[src/design/gowg_pkg.sv]
// Shared types and constants for the grid overlap weight generator.
// Used by gowg_ctrl, gowg_dp and grid_overlap_weight_generator.
// No dependencies.
package gowg_pkg;

  // Field widths
  localparam int unsigned IdxW     = 16;  // cell indexes
  localparam int unsigned LenW     = 32;  // Q16.16 lengths and edges
  localparam int unsigned CntOutW  = 7;   // source_count port
  localparam int unsigned CfgIdxW  = 3;   // configuration register index

  // Overlaps emitted per target cell before the list is cut
  localparam int unsigned MaxSources = 16;
  localparam int unsigned CountW     = $clog2(MaxSources + 1);

  // Datapath widths: (2n+1)*s product, its half, and the running edges
  localparam int unsigned MulAW   = IdxW + 1;
  localparam int unsigned ProdW   = MulAW + LenW;
  localparam int unsigned HalfW   = ProdW - 1;
  localparam int unsigned EdgeW   = ProdW + 1;
  localparam int unsigned DivCntW = $clog2(LenW);

  // Configuration register indexes
  localparam logic [CfgIdxW-1:0] CfgSrcSpacing = 3'd0;
  localparam logic [CfgIdxW-1:0] CfgTgtSpacing = 3'd1;
  localparam logic [CfgIdxW-1:0] CfgSrcExtent  = 3'd2;
  localparam logic [CfgIdxW-1:0] CfgTgtExtent  = 3'd3;
  localparam logic [CfgIdxW-1:0] CfgSrcCells   = 3'd4;

  // Configuration reset values
  localparam logic [LenW-1:0] RstSpacing  = 32'h0001_0000;
  localparam logic [LenW-1:0] RstExtent   = 32'h0000_0000;
  localparam logic [IdxW-1:0] RstSrcCells = 16'd1;

  // Multiplier operand selection
  typedef enum logic [1:0] {
    MulTgt,  // (2t+1) * target_spacing
    MulSrc,  // (2f+1) * source_spacing
    MulKd    // k * source_spacing
  } mul_sel_e;

  // Controller to datapath
  typedef struct packed {
    logic     load_item;
    logic     mul_en;
    mul_sel_e mul_sel;
    logic     tgt_wb;
    logic     src_wb;
    logic     div_start;
    logic     div_step;
    logic     set_sat;
    logic     kd_wb;
    logic     lo_wb;
    logic     loop_init;
    logic     eval;
    logic     emit;
    logic     emit_null;
  } gowg_cmd_t;

  // Datapath to controller
  typedef struct packed {
    logic skip_needed;
    logic d_zero;
    logic div_last;
    logic sat;
    logic loop_enter;
    logic cont;
    logic out_free;
  } gowg_sts_t;

endpackage

[src/design/gowg_ctrl.sv]
// Sequencer for the grid overlap weight generator.
// Depends on gowg_pkg; drives gowg_dp through command/status structs.
module gowg_ctrl (
  input  logic                clk_i,
  input  logic                rst_ni,
  input  logic                in_valid_i,
  output logic                in_ready_o,
  input  gowg_pkg::gowg_sts_t sts_i,
  output gowg_pkg::gowg_cmd_t cmd_o
);
  import gowg_pkg::*;

  localparam logic [3:0] SIdle  = 4'd0;
  localparam logic [3:0] STMul  = 4'd1;
  localparam logic [3:0] STWb   = 4'd2;
  localparam logic [3:0] SSWb   = 4'd3;
  localparam logic [3:0] SSkip  = 4'd4;
  localparam logic [3:0] SDiv   = 4'd5;
  localparam logic [3:0] SKMul  = 4'd6;
  localparam logic [3:0] SKWb   = 4'd7;
  localparam logic [3:0] SLMul  = 4'd8;
  localparam logic [3:0] SLWb   = 4'd9;
  localparam logic [3:0] SCheck = 4'd10;
  localparam logic [3:0] SEval  = 4'd11;
  localparam logic [3:0] SEmit  = 4'd12;
  localparam logic [3:0] SNull  = 4'd13;

  logic [3:0] state_q, state_d;

  // Next state and commands
  always_comb begin
    state_d    = state_q;
    cmd_o      = '0;
    cmd_o.mul_sel = MulTgt;
    in_ready_o = 1'b0;
    unique case (state_q)
      SIdle: begin
        in_ready_o = 1'b1;
        if (in_valid_i) begin
          cmd_o.load_item = 1'b1;
          state_d = STMul;
        end
      end
      STMul: begin
        cmd_o.mul_en  = 1'b1;
        cmd_o.mul_sel = MulTgt;
        state_d = STWb;
      end
      STWb: begin
        cmd_o.tgt_wb  = 1'b1;
        cmd_o.mul_en  = 1'b1;
        cmd_o.mul_sel = MulSrc;
        state_d = SSWb;
      end
      SSWb: begin
        cmd_o.src_wb = 1'b1;
        state_d = SSkip;
      end
      SSkip: begin
        priority if (!sts_i.skip_needed) begin
          cmd_o.lo_wb = 1'b1;
          state_d = SCheck;
        end else if (sts_i.d_zero) begin
          cmd_o.set_sat = 1'b1;
          state_d = SNull;
        end else begin
          cmd_o.div_start = 1'b1;
          state_d = SDiv;
        end
      end
      SDiv: begin
        cmd_o.div_step = 1'b1;
        if (sts_i.div_last) begin
          state_d = SKMul;
        end
      end
      SKMul: begin
        if (sts_i.sat) begin
          cmd_o.set_sat = 1'b1;
          state_d = SNull;
        end else begin
          cmd_o.mul_en  = 1'b1;
          cmd_o.mul_sel = MulKd;
          state_d = SKWb;
        end
      end
      SKWb: begin
        cmd_o.kd_wb = 1'b1;
        state_d = SLMul;
      end
      SLMul: begin
        cmd_o.mul_en  = 1'b1;
        cmd_o.mul_sel = MulSrc;
        state_d = SLWb;
      end
      SLWb: begin
        cmd_o.lo_wb = 1'b1;
        state_d = SCheck;
      end
      SCheck: begin
        if (sts_i.loop_enter) begin
          cmd_o.loop_init = 1'b1;
          state_d = SEval;
        end else begin
          state_d = SNull;
        end
      end
      SEval: begin
        cmd_o.eval = 1'b1;
        state_d = SEmit;
      end
      SEmit: begin
        if (sts_i.out_free) begin
          cmd_o.emit = 1'b1;
          state_d = sts_i.cont ? SEval : SIdle;
        end
      end
      SNull: begin
        if (sts_i.out_free) begin
          cmd_o.emit_null = 1'b1;
          state_d = SIdle;
        end
      end
      default: begin
        state_d = SIdle;
      end
    endcase
  end

  always_ff @(posedge clk_i or negedge rst_ni) begin
    if (!rst_ni) begin
      state_q <= SIdle;
    end else begin
      state_q <= state_d;
    end
  end

endmodule

[src/design/gowg_dp.sv]
// Datapath of the grid overlap weight generator: configuration registers,
// shared multiplier, restoring divider, overlap evaluation, output register.
// Depends on gowg_pkg; commanded by gowg_ctrl.
module gowg_dp (
  input  logic                          clk_i,
  input  logic                          rst_ni,
  // configuration
  input  logic                          cfg_valid_i,
  input  logic [gowg_pkg::CfgIdxW-1:0]  cfg_index_i,
  input  logic [gowg_pkg::LenW-1:0]     cfg_data_i,
  // input payload
  input  logic [gowg_pkg::IdxW-1:0]     target_index_i,
  // control
  input  gowg_pkg::gowg_cmd_t           cmd_i,
  output gowg_pkg::gowg_sts_t           sts_o,
  // result channel
  output logic                          out_valid_o,
  input  logic                          out_ready_i,
  output logic [gowg_pkg::IdxW-1:0]     source_index_o,
  output logic [gowg_pkg::LenW-1:0]     weight_o,
  output logic [gowg_pkg::LenW-1:0]     target_length_o,
  output logic [gowg_pkg::IdxW-1:0]     first_source_o,
  output logic [gowg_pkg::CntOutW-1:0]  source_count_o,
  output logic                          last_o,
  output logic                          overflow_o
);
  import gowg_pkg::*;

  // Configuration
  logic [LenW-1:0] src_spc_q, tgt_spc_q, src_ext_q, tgt_ext_q;
  logic [IdxW-1:0] src_cells_q;

  // Item state
  logic [IdxW-1:0]    tgt_idx_q;
  logic [IdxW-1:0]    ptr_q;
  logic [ProdW-1:0]   prod_q;
  logic [LenW-1:0]    to_lo_q, to_hi_q;
  logic [EdgeW-1:0]   from_lo_q, from_hi_q;
  logic [LenW-1:0]    div_rem_q;
  logic [LenW-1:0]    div_quo_q;
  logic [DivCntW-1:0] div_cnt_q;
  logic [IdxW-1:0]    p_q;
  logic [CountW-1:0]  n_q;
  logic [LenW-1:0]    w_q;
  logic               cont_q, cut_q;

  // Output register
  logic               out_valid_q;
  logic [IdxW-1:0]    o_src_q, o_first_q;
  logic [LenW-1:0]    o_weight_q, o_tlen_q;
  logic [CntOutW-1:0] o_count_q;
  logic               o_last_q, o_ovf_q;

  // Configuration writes; indexes beyond the list are dropped
  always_ff @(posedge clk_i or negedge rst_ni) begin
    if (!rst_ni) begin
      src_spc_q   <= RstSpacing;
      tgt_spc_q   <= RstSpacing;
      src_ext_q   <= RstExtent;
      tgt_ext_q   <= RstExtent;
      src_cells_q <= RstSrcCells;
    end else if (cfg_valid_i) begin
      unique case (cfg_index_i)
        CfgSrcSpacing: src_spc_q   <= cfg_data_i;
        CfgTgtSpacing: tgt_spc_q   <= cfg_data_i;
        CfgSrcExtent:  src_ext_q   <= cfg_data_i;
        CfgTgtExtent:  tgt_ext_q   <= cfg_data_i;
        CfgSrcCells:   src_cells_q <= cfg_data_i[IdxW-1:0];
        default: ;
      endcase
    end
  end

  // Shared multiplier, operand select
  logic [MulAW-1:0] mul_a;
  logic [LenW-1:0]  mul_b;
  logic [IdxW-1:0]  k16;
  assign k16 = div_quo_q[IdxW-1:0] + IdxW'(1);

  always_comb begin
    unique case (cmd_i.mul_sel)
      MulTgt:  begin mul_a = {tgt_idx_q, 1'b1}; mul_b = tgt_spc_q; end
      MulSrc:  begin mul_a = {ptr_q, 1'b1};     mul_b = src_spc_q; end
      MulKd:   begin mul_a = {1'b0, k16};       mul_b = src_spc_q; end
      default: begin mul_a = '0;                mul_b = '0;        end
    endcase
  end

  always_ff @(posedge clk_i) begin
    if (cmd_i.mul_en) begin
      prod_q <= ProdW'(mul_a) * ProdW'(mul_b);
    end
  end

  // Half-integer edges from the product, clamped to the target extent
  logic [HalfW-1:0] half;
  logic [HalfW-1:0] tgt_lo_raw, src_lo_raw;
  logic [LenW-1:0]  half_clamp, tgt_lo_clamp;
  assign half         = prod_q[ProdW-1:1];
  assign half_clamp   = (HalfW'(tgt_ext_q) < half) ? tgt_ext_q : half[LenW-1:0];
  assign tgt_lo_raw   = (tgt_idx_q == '0) ? '0 : half - HalfW'(tgt_spc_q);
  assign tgt_lo_clamp = (HalfW'(tgt_ext_q) < tgt_lo_raw) ? tgt_ext_q
                                                          : tgt_lo_raw[LenW-1:0];
  assign src_lo_raw   = half - HalfW'(src_spc_q);

  // Restoring divider: one quotient bit per cycle
  logic [LenW:0]   div_trial, div_diff;
  logic            div_ge;
  assign div_trial = {div_rem_q, div_quo_q[LenW-1]};
  assign div_diff  = div_trial - {1'b0, src_spc_q};
  assign div_ge    = div_trial >= {1'b0, src_spc_q};

  // Pointer saturation test: f + q + 1 beyond the index range
  logic [LenW+1:0] ptr_sum;
  assign ptr_sum = (LenW+2)'(ptr_q) + (LenW+2)'(div_quo_q) + (LenW+2)'(1);

  // Overlap of the current source cell with the target cell
  logic [LenW-1:0]  src_hi_c, hi_b, w_c;
  logic [EdgeW-1:0] lo_a, nxt_lo;
  logic [IdxW:0]    p_inc;
  logic [CountW:0]  n_inc;
  logic             more_src, more_span;
  assign src_hi_c  = (EdgeW'(src_ext_q) < from_hi_q) ? src_ext_q : from_hi_q[LenW-1:0];
  assign lo_a      = (EdgeW'(to_lo_q) > from_lo_q) ? EdgeW'(to_lo_q) : from_lo_q;
  assign hi_b      = (to_hi_q < src_hi_c) ? to_hi_q : src_hi_c;
  assign w_c       = (EdgeW'(hi_b) > lo_a) ? hi_b - lo_a[LenW-1:0] : '0;
  // lower edge of cell zero is 0, not -s/2, so its successor starts at s/2
  assign nxt_lo    = (p_q == '0) ? EdgeW'(src_spc_q >> 1) : from_lo_q + EdgeW'(src_spc_q);
  assign p_inc     = (IdxW+1)'(p_q) + (IdxW+1)'(1);
  assign n_inc     = (CountW+1)'(n_q) + (CountW+1)'(1);
  assign more_src  = p_inc < (IdxW+1)'(src_cells_q);
  assign more_span = nxt_lo < EdgeW'(to_hi_q);

  // Item registers
  always_ff @(posedge clk_i or negedge rst_ni) begin
    if (!rst_ni) begin
      ptr_q <= '0;
    end else if (cmd_i.load_item) begin
      if (target_index_i == '0) begin
        ptr_q <= '0;
      end
    end else if (cmd_i.set_sat) begin
      ptr_q <= '1;
    end else if (cmd_i.kd_wb) begin
      ptr_q <= ptr_q + k16;
    end
  end

  always_ff @(posedge clk_i) begin
    if (cmd_i.load_item) begin
      tgt_idx_q <= target_index_i;
    end
    if (cmd_i.tgt_wb) begin
      to_hi_q <= half_clamp;
      to_lo_q <= tgt_lo_clamp;
    end
    // pointed cell upper edge
    if (cmd_i.src_wb) begin
      from_hi_q <= EdgeW'(half_clamp);
    end else if (cmd_i.kd_wb) begin
      from_hi_q <= from_hi_q + EdgeW'(prod_q);
    end else if (cmd_i.eval) begin
      from_hi_q <= from_hi_q + EdgeW'(src_spc_q);
    end
    // pointed cell lower edge
    if (cmd_i.lo_wb) begin
      from_lo_q <= (ptr_q == '0) ? '0 : EdgeW'(src_lo_raw);
    end else if (cmd_i.eval) begin
      from_lo_q <= nxt_lo;
    end
    // divider
    if (cmd_i.div_start) begin
      div_rem_q <= '0;
      div_quo_q <= to_lo_q - from_hi_q[LenW-1:0];
      div_cnt_q <= '0;
    end else if (cmd_i.div_step) begin
      div_rem_q <= div_ge ? div_diff[LenW-1:0] : div_trial[LenW-1:0];
      div_quo_q <= {div_quo_q[LenW-2:0], div_ge};
      div_cnt_q <= div_cnt_q + DivCntW'(1);
    end
    // overlap loop
    if (cmd_i.loop_init) begin
      p_q <= ptr_q;
      n_q <= '0;
    end else if (cmd_i.emit) begin
      p_q <= p_inc[IdxW-1:0];
      n_q <= n_inc[CountW-1:0];
    end
    if (cmd_i.eval) begin
      w_q    <= w_c;
      cont_q <= more_src && more_span && (n_inc < (CountW+1)'(MaxSources));
      cut_q  <= more_src && more_span && (n_inc == (CountW+1)'(MaxSources));
    end
  end

  // Output register
  logic out_free;
  assign out_free = !out_valid_q || out_ready_i;

  always_ff @(posedge clk_i or negedge rst_ni) begin
    if (!rst_ni) begin
      out_valid_q <= 1'b0;
    end else if (cmd_i.emit || cmd_i.emit_null) begin
      out_valid_q <= 1'b1;
    end else if (out_ready_i) begin
      out_valid_q <= 1'b0;
    end
  end

  always_ff @(posedge clk_i) begin
    if (cmd_i.emit) begin
      o_src_q    <= p_q;
      o_weight_q <= w_q;
      o_tlen_q   <= to_hi_q - to_lo_q;
      o_first_q  <= ptr_q;
      o_count_q  <= cont_q ? '0 : CntOutW'(n_q) + CntOutW'(1);
      o_last_q   <= !cont_q;
      o_ovf_q    <= !cont_q && cut_q;
    end else if (cmd_i.emit_null) begin
      o_src_q    <= '0;
      o_weight_q <= '0;
      o_tlen_q   <= to_hi_q - to_lo_q;
      o_first_q  <= ptr_q;
      o_count_q  <= '0;
      o_last_q   <= 1'b1;
      o_ovf_q    <= 1'b0;
    end
  end

  // Status
  assign sts_o.skip_needed = EdgeW'(to_lo_q) >= from_hi_q;
  assign sts_o.d_zero      = src_spc_q == '0;
  assign sts_o.div_last    = div_cnt_q == DivCntW'(LenW - 1);
  assign sts_o.sat         = ptr_sum > (LenW+2)'({IdxW{1'b1}});
  assign sts_o.loop_enter  = (ptr_q < src_cells_q) && (from_lo_q < EdgeW'(to_hi_q));
  assign sts_o.cont        = cont_q;
  assign sts_o.out_free    = out_free;

  assign out_valid_o     = out_valid_q;
  assign source_index_o  = o_src_q;
  assign weight_o        = o_weight_q;
  assign target_length_o = o_tlen_q;
  assign first_source_o  = o_first_q;
  assign source_count_o  = o_count_q;
  assign last_o          = o_last_q;
  assign overflow_o      = o_ovf_q;

endmodule

[src/design/grid_overlap_weight_generator.sv]
// Top level of the grid overlap weight generator (one resampling axis).
// Depends on gowg_pkg, gowg_ctrl and gowg_dp.
//
//  Port group    Dir  Handshake               Payload
//  cfg           in   cfg_valid_i/cfg_ready_o  cfg_index_i, cfg_data_i
//  target cell   in   in_valid_i/in_ready_o    target_index_i
//  overlap       out  out_valid_o/out_ready_i  source_index_o .. overflow_o
//
//  One target cell at a time: the idle state accepts it, setup states multiply and
//  write back the cell edges and test for a skip, then each overlap result takes an
//  evaluate and an emit state, or one null state for the single empty-cell result.
//  A pointer skip adds a bit-serial division and a write-back of new pointer edges;
//  a saturating skip forms no edges. rst_ni clears the pointer and loads default
//  configuration. A stalled result register holds the sequencer until taken.
module grid_overlap_weight_generator (
  input  logic                          clk_i,
  input  logic                          rst_ni,
  input  logic                          cfg_valid_i,
  output logic                          cfg_ready_o,
  input  logic [gowg_pkg::CfgIdxW-1:0]  cfg_index_i,
  input  logic [gowg_pkg::LenW-1:0]     cfg_data_i,
  input  logic                          in_valid_i,
  output logic                          in_ready_o,
  input  logic [gowg_pkg::IdxW-1:0]     target_index_i,
  output logic                          out_valid_o,
  input  logic                          out_ready_i,
  output logic [gowg_pkg::IdxW-1:0]     source_index_o,
  output logic [gowg_pkg::LenW-1:0]     weight_o,
  output logic [gowg_pkg::LenW-1:0]     target_length_o,
  output logic [gowg_pkg::IdxW-1:0]     first_source_o,
  output logic [gowg_pkg::CntOutW-1:0]  source_count_o,
  output logic                          last_o,
  output logic                          overflow_o
);
  import gowg_pkg::*;

  gowg_cmd_t cmd;
  gowg_sts_t sts;

  // configuration is to be written by the user only while idle (the block does not enforce it), so always take it
  assign cfg_ready_o = 1'b1;

  gowg_ctrl u_ctrl (
    .clk_i      (clk_i),
    .rst_ni     (rst_ni),
    .in_valid_i (in_valid_i),
    .in_ready_o (in_ready_o),
    .sts_i      (sts),
    .cmd_o      (cmd)
  );

  gowg_dp u_dp (
    .clk_i           (clk_i),
    .rst_ni          (rst_ni),
    .cfg_valid_i     (cfg_valid_i),
    .cfg_index_i     (cfg_index_i),
    .cfg_data_i      (cfg_data_i),
    .target_index_i  (target_index_i),
    .cmd_i           (cmd),
    .sts_o           (sts),
    .out_valid_o     (out_valid_o),
    .out_ready_i     (out_ready_i),
    .source_index_o  (source_index_o),
    .weight_o        (weight_o),
    .target_length_o (target_length_o),
    .first_source_o  (first_source_o),
    .source_count_o  (source_count_o),
    .last_o          (last_o),
    .overflow_o      (overflow_o)
  );

endmodule

[config.mk]
export PLATFORM = sky130hd
export DESIGN_NAME = grid_overlap_weight_generator
export DESIGN_NICKNAME = d
export VERILOG_FILES = /design/src/design/gowg_pkg.sv /design/src/design/gowg_ctrl.sv /design/src/design/gowg_dp.sv /design/src/design/grid_overlap_weight_generator.sv
export SDC_FILE = /design/constraint.sdc
export NUM_CORES = 2
export LEC_CHECK = 0
export ABC_AREA = 1
export BUFFER_PORTS_ARGS = -buffer_cell sky130_fd_sc_hd__buf_2
export CORE_MARGIN = 5
export CORE_UTILIZATION = 30
export CTS_CLUSTER_DIAMETER = 40
export DETAILED_ROUTE_END_ITERATION = 8
export PLACE_DENSITY = 0.46
export SETUP_SLACK_MARGIN = 0.5
export SKIP_CTS_REPAIR_TIMING = 1
export SLEW_MARGIN = 25
export SYNTH_ARGS = -nofsm -noshare
export SYNTH_HDL_FRONTEND = slang
export SYNTH_SLANG_ARGS = --single-unit
[constraint.sdc]
create_clock -name clk_i -period 25.8 [get_ports clk_i]
set_input_delay 3.87 -clock clk_i [delete_from_list [all_inputs] [get_ports clk_i]]
set_output_delay 3.87 -clock clk_i [all_outputs]
set_load 0.005 [all_outputs]
; Word-level counts from Yosys, hierarchy flattened
; Cells that the tools add are included.
[totals]
register_bits = 623
input_bits = 56
output_inout_bits = 108
wordCells = 197
[op_classes]
add_sub_neg = 17
n_mul = 1
n_lt_le_gt_ge = 14
eq_ne = 26
mux = 75
n_reduce_logical = 34
[ops]
columns = operator, count
row1 = 2-to-1 mux 32 bit, 12
row2 = 2-to-1 mux 50 bit, 6
row3 = 2-to-1 mux 16 bit, 10
row4 = subtractor 32 bit, 4
row5 = adder 50 x 32 -> 50 bit, 2
row6 = > comparator 32 x 50 -> 1 bit, 2
row7 = less-than comparator 50 x 32 -> 1 bit, 2
row8 = less-than comparator 32 x 48 -> 1 bit, 2
row9 = 2-to-1 mux 48 bit, 2
row10 = subtractor 48 x 32 -> 48 bit, 2
row11 = zero test 16 bit, 4
row12 = one-hot mux 32 bit (2 select lines), 1
row13 = one-hot mux 4 bit (14 select lines), 1
row14 = one-hot mux 17 bit (3 select lines), 1
row15 = adder 50 x 49 -> 50 bit, 1
row16 = greater-or-equal comparator 32 x 50 -> 1 bit, 1
row17 = less-than comparator 32 x 50 -> 1 bit, 1
row18 = multiplier 17 x 32 -> 49 bit, 1
row19 = adder 34 x 1 -> 34 bit (second input constant), 1
row20 = > comparator 34 x 16 -> 1 bit (second input constant), 1
row21 = adder 16 x 32 -> 33 bit, 1
row22 = greater-or-equal comparator 33 x 32 -> 1 bit, 1
row23 = zero test 32 bit, 1
row24 = less-than comparator 32 bit, 1
row25 = other kinds (38), 106

; Depth between registers and ports, before layout
[depth]
ltp_word = 9
ltp_mapped = 58

; Cells and area by module
; From an unflattened synthesis, not the netlist that was laid out.
[hier_totals]
hier_cells = 9516
hier_area_um2 = 69827.0
[by_module_without_submodules]
columns = mod, instances, cells_per_inst, area_each_um2, seq_area_each_um2
row1 = gowg_dp, 1, 9420, 69336.5, 17155.2
row2 = gowg_ctrl, 1, 94, 479.2, 100.1
row3 = grid_overlap_weight_generator, 1, 2, 11.3, 0.0

; Worst setup path before layout
; Ideal clock, no wire load.
[synth_timing]
path_kind = register to register
start = reg u_ctrl.state_q[3]
end = reg u_dp.prod_q[34], data pin
t_arrival_ns = 10.415
setup_slack_ns = 15.120
stages_incl_launch_ff = 35
path_buffers = 3
period_less_slack_ns = 10.680
path_cell_list = dfrtp_1 nor2_1 inv_1 nor2_1 nor2_1 ha_1 clkbuf_1 clkbuf_1 nand2_1 o221ai_1 nand2_1 clkbuf_1 nor2_1 fa_1 inv_1 fa_1 fa_1 inv_1 fa_1 fa_1 inv_1 fa_1 inv_1 ha_1 a21oi_1 inv_1 a31oi_1 inv_1 a211oi_1 o21ai_0 a21oi_1 o31ai_1 a21boi_0 o21ai_0 xor2_1
[synth_between]
elab_chain_len = 7
word_cells_on_any_way = 13
cone_classes = mul: 1 / eq/ne: 6 / mux: 3 / reduce/logical: 3
[synth_rtl]
columns = element, line
row1 = start: declaration, gowg_ctrl.sv:28  ; logic [3:0] state_q, state_d;
row2 = start signal: assignment, gowg_ctrl.sv:132  ; state_q <= SIdle;
row3 = start signal: assignment, gowg_ctrl.sv:134  ; state_q <= state_d;
row4 = == test 4 x 2 -> 1 bit / == test 4 bit (equally long branches), gowg_ctrl.sv:36  ; unique case (state_q)
row5 = OR reduction 2 bit (no line), --
row6 = one-hot mux 3 bit (3 select lines) (*), gowg_ctrl.sv:36
row7 = == test 2 x 1 -> 1 bit / == test 2 bit (equally long branches), gowg_dp.sv:81  ; unique case (cmd_i.mul_sel)
row8 = OR reduction 2 bit (no line), --
row9 = one-hot mux 32 bit (2 select lines), gowg_dp.sv:81
row10 = multiplier 17 x 32 -> 49 bit (*), gowg_dp.sv:91  ; prod_q <= ProdW'(mul_a) * ProdW'(mul_b);
row11 = end signal: assignment, gowg_dp.sv:91
row12 = end: declaration, gowg_dp.sv:36  ; logic [ProdW-1:0] prod_q;
; Every way passes the cells marked *; elsewhere a longest branch is shown, timed or not.
; A chain may end at the register's enable or synchronous reset.

; Worst setup path after layout
[layout_timing]
start = reg u_dp.ptr_q[1]
end = reg u_dp.prod_q[47], data pin
[layout_between]
elab_chain_len = 9
word_cells_on_any_way = 12
cone_classes = add/sub: 2 / mul: 1 / order compare: 1 / eq/ne: 2 / mux: 4 / reduce/logical: 2
[layout_rtl]
columns = element, line
row1 = start: declaration, gowg_dp.sv:35  ; logic [IdxW-1:0] ptr_q;
row2 = start signal: assignment, gowg_dp.sv:145  ; ptr_q <= ptr_q + k16;
row3 = adder 16 x 32 -> 33 bit, gowg_dp.sv:115  ; assign ptr_sum = (LenW+2)'(ptr_q) + (LenW+2)'(div_quo_q) + (LenW+2)'(1);
row4 = adder 34 x 1 -> 34 bit, gowg_dp.sv:115
row5 = > comparator 34 x 16 -> 1 bit, gowg_dp.sv:234  ; assign sts_o.sat = ptr_sum > (LenW+2)'({IdxW{1'b1}});
row6 = 2-to-1 mux 3 bit, gowg_ctrl.sv:78  ; if (sts_i.sat) begin
row7 = one-hot mux 3 bit (3 select lines), gowg_ctrl.sv:36
row8 = == test 2 x 1 -> 1 bit / == test 2 bit (equally long branches), gowg_dp.sv:81
row9 = OR reduction 2 bit (no line), --
row10 = one-hot mux 32 bit (2 select lines), gowg_dp.sv:81
row11 = multiplier 17 x 32 -> 49 bit (*), gowg_dp.sv:91
; Marked as above.

==> metrics <==
CTS H-tree lvls 4; Cell Area, Synth 0.0698 mm2; Max-Cap Viols 0; Finished Cell Area 0.0791 mm2; via count 65700; number of synthesized flops with an enable pin 397; Fin. Hold Viols 0; WHS Path Cells 2; total track usage 0.256; number of global-route vias before repair 64800; Seq/Total Area, Yosys 0.247; RSZ-0062 raised after global routing no; Clock transition at path regs 0.05 ns; largest net degree at the start of global routing 83; hold_ws 0.473 ns; Yosys top cell area share 0.171; synth unique cells 73; routability cong. 0.955; min Tclk post-route 12.39 ns; Crit-path slowest cell o22ai_1; FF-to-FF path depth 44; top cell types by occurrence after synthesis nand2_1 (2100), inv_1 (1745), nor2_1 (913), o21ai_0 (702), ha_1 (685); critical setup path kind register to register; global route overflow 0; global-route wire length before repair 455000 um; Final nets 10800; Row Count 177; drt first pass iters 7; drt total wl 318000 um; antenna viol nets, final 0; worst hold-check path type register to register; Final Max Tran Viols 0; most frequent cell after synthesis nand2_1; most used cell along the critical path inv_1; DR WL/cell 24.8 um; Clock Path Buffers 3; status completed; Max Fclk 0.0807 GHz; worst slew pin tran 1.10 ns; register bit total from synthesis 622; Critical Path AT 12.91 ns; Via-to-Cell Ratio 5.13; IO Pins 164; starting density of the core 0.301; Synth async-reset ratio 0.265; FF/Latch Area 0.0173 mm2; crit share post-route 0.480; library cell with the largest summed area after synthesis edfxtp_1; top_reg_cell synth edfxtp_1; area of the multi-input gates 0.0452 mm2; Root Driver clkbuf_16; area growth from synthesis to layout 13.3%; Port-buffer cells 161; Setup Viol. Count Final 0; synthesis warning total 0; CTS tree yes; Placed Instance Area 0.0744 mm2; slowest stage delay, CP 0.92 ns; die area 0.242 mm2; synth top area cells edfxtp_1 (17%), fa_1 (13%), ha_1 (12%); CP Launch Type register; Avg Inst Size Synth 7.38 um2; clk_skew 0.0335 ns; crit path max fanout 46; fraction of layout cells with a size suffix above 1 0.0625; Initial DRC Count 5630; initial antenna violation count 40; Non-Filler Instances 12800; relative slew slack 0.263; Worst setup EP type register; die width 492 um; DP HPWL 265000 um; Worst-Skew Late Latency 0.81 ns; residual DRC count 0; syn nets 10700; Die Y 492 um; TNS Setup 0 ns; Clock Sinks 622; Worst Path Required 26.32 ns; cell total after placement 12500; Core Box Area 0.232 mm2; CTS buffer count 138; fillers 24800; Mapped Cells 9464
state kept, by name, summed over array words and instances, names as in the netlist, 6 cells and up:
register / flops
u_dp.div_quo_q: 32
u_dp.div_rem_q: 32
u_dp.first_source_o: 16
u_dp.from_hi_q: 50
u_dp.from_lo_q: 50
u_dp.p_q: 16
u_dp.prod_q: 49
u_dp.ptr_q: 16
u_dp.source_count_o: 6
u_dp.source_index_o: 16
u_dp.src_cells_q: 16
u_dp.src_ext_q: 32
u_dp.src_spc_q: 32
u_dp.target_length_o: 32
u_dp.tgt_ext_q: 32
u_dp.tgt_idx_q: 16
u_dp.tgt_spc_q: 32
u_dp.to_hi_q: 32
u_dp.to_lo_q: 32
u_dp.w_q: 32
u_dp.weight_o: 32
metrics by stage:
step | setup slack (ns) | util
floorplan | 15.12 | -
global route | 12.67 | 0.341
detailed placement | 13.40 | 0.321
finish | 13.41 | 0.341
global placement | 13.46 | 0.321
CTS | 13.36 | 0.341
cells in the final DEF, fill, tap and decap left out, types with 18 or more instances in the layout:
master / netlist / routed
a211oi_1: 18 / 18
a21boi_0: 24 / 24
a21o_1: 38 / 37
a21oi_1: 602 / 601
a31oi_1: 66 / 66
buf_2: 19 / 160
buf_4: 4 / 90
clkbuf_1: 176 / 18
clkbuf_16: 0 / 139
clkinv_1: 22 / 31
clkinv_2: 0 / 19
clkinv_4: 0 / 19
dfrtp_1: 162 / 162
dfxtp_1: 60 / 60
edfxtp_1: 397 / 397
fa_1: 459 / 459
ha_1: 685 / 685
inv_1: 1745 / 1744
nand2_1: 2100 / 2093
nand2_2: 13 / 18
nand3_1: 314 / 311
nand4_1: 112 / 112
nor2_1: 913 / 907
nor3_1: 95 / 95
nor4_1: 44 / 44
o211ai_1: 34 / 34
o21a_1: 30 / 30
o21ai_0: 702 / 701
o21ai_1: 36 / 36
o21bai_1: 21 / 21
o22ai_1: 65 / 65
or2_2: 29 / 29
xnor2_1: 118 / 118
xor2_1: 164 / 164
cell type report:
cell class / instances / share of cell area
clock inverters: 91 / 0.0126
flip-flops and latches: 622 / 0.218
repair buffers: 251 / 0.0188
multi-input cells: 6856 / 0.571
diodes: 9 / 0.000285
well taps: 3043 / 0.0481
inverters: 1777 / 0.0843
clock buffers: 165 / 0.0462
worst max-delay path, delay by kind of cell (launching register included):
kind	cells	cell delay, ns
AOI/OAI and AO/OA	6	2.01
xor gates and xnor gates	1	0.20
adders and majority gates	9	4.42
buffers and inverters	10	1.97
DFF	1	0.50
and+or+nand+nor	18	2.95
logic make-up after synthesis:
logic type,Yosys count,synth area share
adder cells (fa/ha/maj),1144,0.254
buffers and inverters,1986,0.108
AO/OA/AOI/OAI,1731,0.137
XOR/XNOR,283,0.0356
other,2,0.000108
flip-flops,622,0.247
multiplexers,2,0.000305
AND/OR/NAND/NOR,3694,0.217
final timing paths:
kind | start | to | slack [ns]
worst min register to register | u_dp.div_rem_q[27]$_SDFFE_PP0P_ | u_dp.div_rem_q[27]$_SDFFE_PP0P_ | 0.47
max in group asynchronous | rst_ni | u_dp.src_cells_q[11]$_DFFE_PN0P_ | 21.33
worst max-delay path | u_dp.ptr_q[1]$_DFFE_PN0P_ | u_dp.prod_q[47]$_DFFE_PP_ | 13.41
worst min-delay path | u_dp.div_rem_q[27]$_SDFFE_PP0P_ | u_dp.div_rem_q[27]$_SDFFE_PP0P_ | 0.47
min in group asynchronous | rst_ni | u_dp.tgt_spc_q[31]$_DFFE_PN0P_ | 3.13
worst max register to register | u_dp.ptr_q[1]$_DFFE_PN0P_ | u_dp.prod_q[47]$_DFFE_PP_ | 13.41
layer usage:
metal,wire (um),vias to the layer above,GRT usage
met4,12600,0,0.0928
met1,142000,32000,0.352
met5,0,-,0
met2,144000,2219,0.411
li1,-,31100,-
met3,19200,401,0.0356
Power is not shown: default switching activity piles up to over one toggle a cycle in this logic, so the estimate is an artifact.
